==> src/rtl/oriented_gradient_integral_images_macros.svh <==
// Assertion macros shared by the RTL files
`ifndef ORIENTED_GRADIENT_INTEGRAL_IMAGES_MACROS_SVH
`define ORIENTED_GRADIENT_INTEGRAL_IMAGES_MACROS_SVH
// clocked implication, disabled while reset is asserted
`define OGI_ASSERT_IMP(label, ante, cons, msg) \
	label: assert property (@(posedge clk) disable iff (!arst_n) (ante) |-> (cons)) \
		else $error(msg);
// next-cycle implication
`define OGI_ASSERT_NXT(label, ante, cons, msg) \
	label: assert property (@(posedge clk) disable iff (!arst_n) (ante) |=> (cons)) \
		else $error(msg);
`endif

==> src/rtl/ogii_pkg.sv <==
// Package: types, constants and tables for the oriented gradient integral images
package ogii_pkg;
	localparam int unsigned PIX_W = 8;
	localparam int unsigned LIN_W = 16;
	localparam int unsigned CW = 30;
	localparam int unsigned ZW = 32;
	localparam int unsigned MAG_W = 17;
	localparam int unsigned VAL_W = 37;
	localparam int unsigned DIM_W = 11;
	localparam int unsigned POS_W = 10;
	localparam int unsigned BIN_W = 4;
	localparam logic [MAG_W-1:0] MAG_MAX = 17'd92682;
	localparam logic [23:0] INV_GAIN_Q24 = 24'd10188014;
	localparam logic [DIM_W-1:0] HEIGHT_LIMIT = 11'd1024;

	// register indexes
	localparam logic REG_WIDTH = 1'b0;
	localparam logic REG_HEIGHT = 1'b1;

	// request from the sequencer to the gradient unit
	typedef struct packed {
		logic signed [LIN_W:0] dx;
		logic signed [LIN_W:0] dy;
	} grad_req_t;

	// result of the gradient unit
	typedef struct packed {
		logic [MAG_W-1:0] mag;
		logic [ZW-1:0] u;
	} grad_res_t;

	// gamma curve, millionths
	function automatic logic [19:0] gamma_micro(input logic [7:0] p);
		logic [19:0] t [256];
		t = '{
		0,304,607,911,1214,1518,1821,2125,2428,2732,3035,3347,3677,4025,4391,4777,
		5182,5605,6049,6512,6995,7499,8023,8568,9134,9721,10330,10960,11612,12286,12983,13702,
		14444,15209,15996,16807,17642,18500,19382,20289,21219,22174,23153,24158,25187,26241,
		27321,28426,29557,30713,31896,33105,34340,35601,36889,38204,39546,40915,42311,43735,
		45186,46665,48172,49707,51269,52861,54480,56128,57805,59511,61246,63010,64803,66626,
		68478,70360,72272,74214,76185,78187,80220,82283,84376,86500,88656,90842,93059,95307,
		97587,99899,102242,104616,107023,109462,111932,114435,116971,119538,122139,124772,
		127438,130136,132868,135633,138432,141263,144128,147027,149960,152926,155926,158961,
		162029,165132,168269,171441,174647,177888,181164,184475,187821,191202,194618,198069,
		201556,205079,208637,212231,215861,219526,223228,226966,230740,234551,238398,242281,
		246201,250158,254152,258183,262251,266356,270498,274677,278894,283149,287441,291771,
		296138,300544,304987,309469,313989,318547,323143,327778,332452,337164,341914,346704,
		351533,356400,361307,366253,371238,376262,381326,386429,391572,396755,401978,407240,
		412543,417885,423268,428690,434154,439657,445201,450786,456411,462077,467784,473531,
		479320,485150,491021,496933,502886,508881,514918,520996,527115,533276,539479,545724,
		552011,558340,564712,571125,577580,584078,590619,597202,603827,610496,617207,623960,
		630757,637597,644480,651406,658375,665387,672443,679542,686685,693872,701102,708376,
		715694,723055,730461,737910,745404,752942,760525,768151,775822,783538,791298,799103,
		806952,814847,822786,830770,838799,846873,854993,863157,871367,879622,887923,896269,
		904661,913099,921582,930111,938686,947307,955973,964686,973445,982251,991102,1000000};
		return t[p];
	endfunction

	// 16-bit linear values round(g * 65535 / 1e6), worked out at elaboration
	function automatic logic [256*LIN_W-1:0] lin_table();
		logic [256*LIN_W-1:0] tab;
		logic [39:0] prod;
		tab = '0;
		for (int i = 0; i < 256; i++) begin
			prod = {20'd0, gamma_micro(8'(i))} * 40'd65535 + 40'd500000;
			tab[i*LIN_W +: LIN_W] = LIN_W'(prod / 40'd1000000);
		end
		return tab;
	endfunction

	localparam logic [256*LIN_W-1:0] LIN_TAB = lin_table();

	// 16-bit linear value: table lookup
	function automatic logic [LIN_W-1:0] lin16(input logic [7:0] p);
		return LIN_TAB[12'(p) * LIN_W +: LIN_W];
	endfunction

	// atan(2^-i) in 2^-32 turns
	function automatic logic [ZW-1:0] atan_turn(input logic [4:0] i);
		logic [ZW-1:0] t [24];
		t = '{
		536870912, 316933406, 167458907, 85004756, 42667331, 21354465,
		10679838, 5340245, 2670163, 1335087, 667544, 333772,
		166886, 83443, 41722, 20861, 10430, 5215,
		2608, 1304, 652, 326, 163, 81};
		return (i < 5'd24) ? t[i] : '0;
	endfunction
endpackage

==> src/rtl/ogii_cordic.sv <==
// Iterative CORDIC: one micro-rotation per cycle, then the magnitude scale
module ogii_cordic import ogii_pkg::*; #(
	parameter int unsigned CORDIC_STEPS = 16
) (
	input logic clk,
	input logic arst_n,
	input logic start,
	input grad_req_t req,
	output logic done,
	output grad_res_t res
);
	localparam int unsigned SW = 5;
	localparam int unsigned NSTEP = (CORDIC_STEPS < 24) ? CORDIC_STEPS : 24;

	localparam logic [1:0] S_IDLE = 2'd0;
	localparam logic [1:0] S_ROT = 2'd1;
	localparam logic [1:0] S_MUL = 2'd2;
	localparam logic [1:0] S_OUT = 2'd3;

	logic [1:0] state_q;
	logic [SW-1:0] step_q;
	logic signed [CW-1:0] x_q, y_q;
	logic [ZW-1:0] z_q;
	logic [CW+23:0] prod_q;
	logic signed [CW-1:0] xs, ys, x_pos;
	logic signed [CW-1:0] x0, y0;
	logic [MAG_W-1:0] mag_c;
	logic [CW+23:0] rounded;

	// prescale and fold into the right half-plane
	assign x0 = CW'(req.dx) <<< 8;
	assign y0 = CW'(req.dy) <<< 8;
	// arithmetic shift is the floor shift
	assign xs = x_q >>> step_q;
	assign ys = y_q >>> step_q;
	assign x_pos = x_q[CW-1] ? '0 : x_q;

	always_ff @(posedge clk or negedge arst_n) begin
		if (!arst_n) begin
			state_q <= S_IDLE;
			step_q <= '0;
		end else begin
			unique case (state_q)
				S_IDLE: if (start) begin
					state_q <= S_ROT;
					step_q <= '0;
				end
				S_ROT: begin
					if (32'(step_q) == NSTEP - 1) state_q <= S_MUL;
					step_q <= step_q + 1'b1;
				end
				S_MUL: state_q <= S_OUT;
				S_OUT: state_q <= S_IDLE;
				default: state_q <= S_IDLE;
			endcase
		end
	end

	// datapath
	always_ff @(posedge clk) begin
		if (state_q == S_IDLE && start) begin
			if (x0 < 0) begin
				x_q <= -x0;
				y_q <= -y0;
				z_q <= 32'h8000_0000;
			end else begin
				x_q <= x0;
				y_q <= y0;
				z_q <= '0;
			end
		end else if (state_q == S_ROT) begin
			if (!y_q[CW-1]) begin
				x_q <= x_q + ys;
				y_q <= y_q - xs;
				z_q <= z_q + atan_turn(step_q);
			end else begin
				x_q <= x_q - ys;
				y_q <= y_q + xs;
				z_q <= z_q - atan_turn(step_q);
			end
		end else if (state_q == S_MUL) begin
			prod_q <= (CW+24)'($unsigned(x_pos)) * (CW+24)'(INV_GAIN_Q24);
		end
	end

	assign rounded = (prod_q + (CW+24)'(33'h8000_0000)) >> 32;
	assign mag_c = (rounded > (CW+24)'(MAG_MAX)) ? MAG_MAX : MAG_W'(rounded);
	assign done = (state_q == S_OUT);
	assign res.mag = mag_c;
	assign res.u = z_q + 32'h8000_0000;

	`include "oriented_gradient_integral_images_macros.svh"
	`OGI_ASSERT_IMP(a_step_range, state_q == S_ROT, 32'(step_q) < NSTEP, "step overrun")
	`OGI_ASSERT_NXT(a_out_one, state_q == S_OUT, state_q == S_IDLE, "result held twice")
	`OGI_ASSERT_IMP(a_mag_sat, done, res.mag <= MAG_MAX, "magnitude above limit")
endmodule

==> config.mk <==
export PLATFORM = sky130hd
export DESIGN_NAME = ogii_cordic
export DESIGN_NICKNAME = d
export VERILOG_FILES = /design/src/rtl/ogii_pkg.sv /design/src/rtl/ogii_cordic.sv
export VERILOG_INCLUDE_DIRS = /design/src /design/src/rtl
export SDC_FILE = /design/constraint.sdc
export NUM_CORES = 2
export LEC_CHECK = 0
export ABC_AREA = 1
export BUFFER_PORTS_ARGS = -buffer_cell sky130_fd_sc_hd__buf_4
export CORE_MARGIN = 2
export CORE_UTILIZATION = 46
export DETAILED_ROUTE_END_ITERATION = 16
export GPL_ROUTABILITY_DRIVEN = 0
export GPL_TIMING_DRIVEN = 0
export HOLD_SLACK_MARGIN = 0.15
export PLACE_DENSITY = 0.63
export SYNTH_ARGS = -nofsm -noshare
export SYNTH_HDL_FRONTEND = slang
export SYNTH_SLANG_ARGS = --single-unit
==> constraint.sdc <==
create_clock -name clk -period 15.2 [get_ports clk]
set_input_delay 2.28 -clock clk [delete_from_list [all_inputs] [get_ports clk]]
set_output_delay 2.28 -clock clk [all_outputs]
set_load 0.005 [all_outputs]
==> impl_metrics.tcl <==
set metrics [dict create \
    syn_to_final_growth_pct 7.73 \
    critical_path_class "reg2reg" \
    cts_setup_buffers 0 \
    crit_required_ps 15440 \
    coreArea_sq_mm 0.0672 \
    cts_num_sinks 121 \
    ctsHoldBuffers 0 \
    tightest_slew_ps 1300 \
    vias 29857 \
    rsz0062_at_grt "no" \
    syn_inst 4396 \
    min_path_cells 2 \
    post_cts_resized 0 \
    overflow 0 \
    die_w_um 264 \
    drtIter0Drc 2899 \
    synth_area_sq_mm 0.0312 \
    die-height_um 264 \
    placed_area_sq_mm 0.0330 \
    cpPeakStageDelay_ps 830 \
    detail_route.first_pass.iterations 7 \
    fmax_mhz 108 \
    ys_warn_count 0 \
    syn_area_per_cell_sq_um 7.10 \
    synth_fp_nets 5058 \
    maxCapViolCount 0 \
    synth_top_family_by_area "adder cells" \
    antenna_left 0 \
    end_kind "register" \
    critPathLaunchType "register" \
    synth.yosys.seq_area_share 0.115 \
    ys_async_sr_fraction 0.0579 \
    final-hold-violation-count 0 \
    fin_crit_ps 9270 \
    synth_xor_area_frac 0.0488 \
    drc 0 \
    status "completed" \
    min-delay-start "state_q[1]" \
    final_nets 5164 \
    synth_ff_type "edfxtp_1" \
    worstSkewPairLatency_ps 490 \
    cts_tree "yes" \
    hold_end "state_q[1]" \
    first_global_vias 29375 \
    grt_pass1_wl_um 163000 \
    diodes 0 \
    muxShareOfSynthArea 0 \
    placement_rows 95 \
    totalNegativeSetupSlack_ps 0 \
    worstPathMaxFanout 10 \
    ioPinCount 87 \
    cts_buffer_depth 2 \
    initial_core_util 0.465 \
    wl_per_cell_um 19.5 \
    wl_um 105000 \
    path_common_cell "fa_1" \
    synth_edf_count 114 \
    root_buffer "clkbuf_16" \
    dpl.hpwl_um 87500 \
    synth_seq_cells 121 \
    r2r_end "prod_q[46]" \
    r2r_cells 25 \
    track_usage 0.301 \
    path_delay_family "adder cells" \
    hp-class "reg2reg" \
    whs_ps 627 \
    drive_gt1_frac 0.0873 \
    ff2ff_setup_slack_ps 5930 \
    synthDistinctLibCells 62 \
    numCtsBuffers 17 \
    grt_max_degree 52 \
    multiInputGateArea_sq_mm 0.0236 \
    path_clk_slew_ps 60 \
    synth-compound-area-share 0.130 \
    fin_skew_ps 17.4 \
    yosys.area_share.simple 0.256 \
    slew_violations 0 \
    nFillCells 6775 \
    worstPathArrival_ps 9510 \
    synth_adder_area_share 0.321 \
    relSlewSlack 0.131 \
    cp_num_buf_inv 6 \
    via_per_inst 5.54 \
    final_area_sq_mm 0.0336 \
    path_depth 25 \
    cp_slowest_cell "nor2_1" \
    grt_antenna_before_repair 1 \
    setup_violations 0 \
    io_buffers 86 \
    regArea_sq_mm 0.00360 \
    htree_levels 4 \
    finalCritPeriodShare 0.610 \
    timing.rr.start "x_q[29]" \
    die-area_sq_mm 0.0699 \
]
[stage by stage]
stage,worst slack [ps],util,cells
floorplan,8110,-,4396
global route,5590,0.501,5388
finish,5930,0.501,5388
detailed placement,5980,0.491,5356
CTS,5970,0.501,5388
global placement,5990,0.491,5355
[synth_stat cells, drive strengths merged (3+ instances only)]
cell type | n | area (sq um)
xor2 | 122 | 1080
a31oi | 27 | 169
a221oi | 4 | 35.0
o2111ai | 5 | 43.8
o21ai | 224 | 1140
o221ai | 7 | 61.3
a21oi | 282 | 1420
inv | 843 | 3170
nand3 | 360 | 1980
nor2 | 443 | 1830
nor3b | 3 | 22.5
clkbuf | 19 | 71.3
nor4 | 14 | 87.6
and2 | 3 | 18.8
o22ai | 13 | 81.3
a211oi | 4 | 30.0
buf | 114 | 758
o21a | 27 | 203
ha | 333 | 4170
a21boi | 11 | 82.6
nand2 | 867 | 3460
o31ai | 8 | 60.1
o21bai | 23 | 173
nand4 | 34 | 213
nor3 | 41 | 225
a21o | 38 | 285
nand3b | 8 | 60.1
dfrtp | 7 | 175
edfxtp | 114 | 3420
clkinv | 7 | 26.3
o211ai | 23 | 193
xnor2 | 51 | 447
or2 | 13 | 81.3
fa | 292 | 5850
[worst min-delay path, stage by stage, from the launching register on]
cell     delay (ps)
dfrtp_1         400
inv_1           100
o21ai_0          80
[flip-flops by register name, summed over array words and instances, names as in the netlist]
signal   cells
x_q         30
prod_q      22
step_q       5
z_q         32
y_q         30
state_q      2
[final cells by class]
class | count | share of cell area
multi-input combinational | 3292 | 0.702
sequential | 121 | 0.107
inverter | 850 | 0.0951
tap | 873 | 0.0325
buffer | 133 | 0.0247
timing repair buffer | 87 | 0.0200
clock buffer | 17 | 0.0127
clock inverter | 15 | 0.00640
[per-layer routing]
layer  wire length, um  GRT usage
met5                13          0
met4              5970      0.157
met3              8460     0.0551
met2             47600      0.491
met1             43100      0.379
[layout by cell type, fill, tap and decap left out, types with 43 or more instances in the layout]
cell type / count
nand2_1: 809
a21oi_1: 281
nand3_1: 325
fa_1: 292
xnor2_1: 51
buf_2: 43
xor2_1: 121
nand2_2: 45
nor2_1: 413
buf_4: 131
ha_1: 333
inv_1: 822
edfxtp_1: 114
o21ai_0: 183
[cell families (layout without fill, tap and decap cells)]
logic type,Yosys count,after routing
AND/OR/NAND/NOR,1789,1789
adder cells (fa/ha/maj),625,625
XOR/XNOR,173,173
AO/OA/AOI/OAI,705,705
flip-flops,121,121
buffers and inverters,983,1102
[how the worst max path moves through the flow]
stage               slack (ps)          to    start
finish                    5930  prod_q[46]  x_q[29]
global route              5590  prod_q[46]  x_q[29]
CTS                       5970  prod_q[46]  x_q[29]
detailed placement        5980  prod_q[46]  x_q[29]
global placement          5990  prod_q[46]  x_q[29]
floorplan                 8110  prod_q[46]  x_q[29]
Power is not shown: default switching activity piles up to over one toggle a cycle in this logic, so the estimate is an artifact.
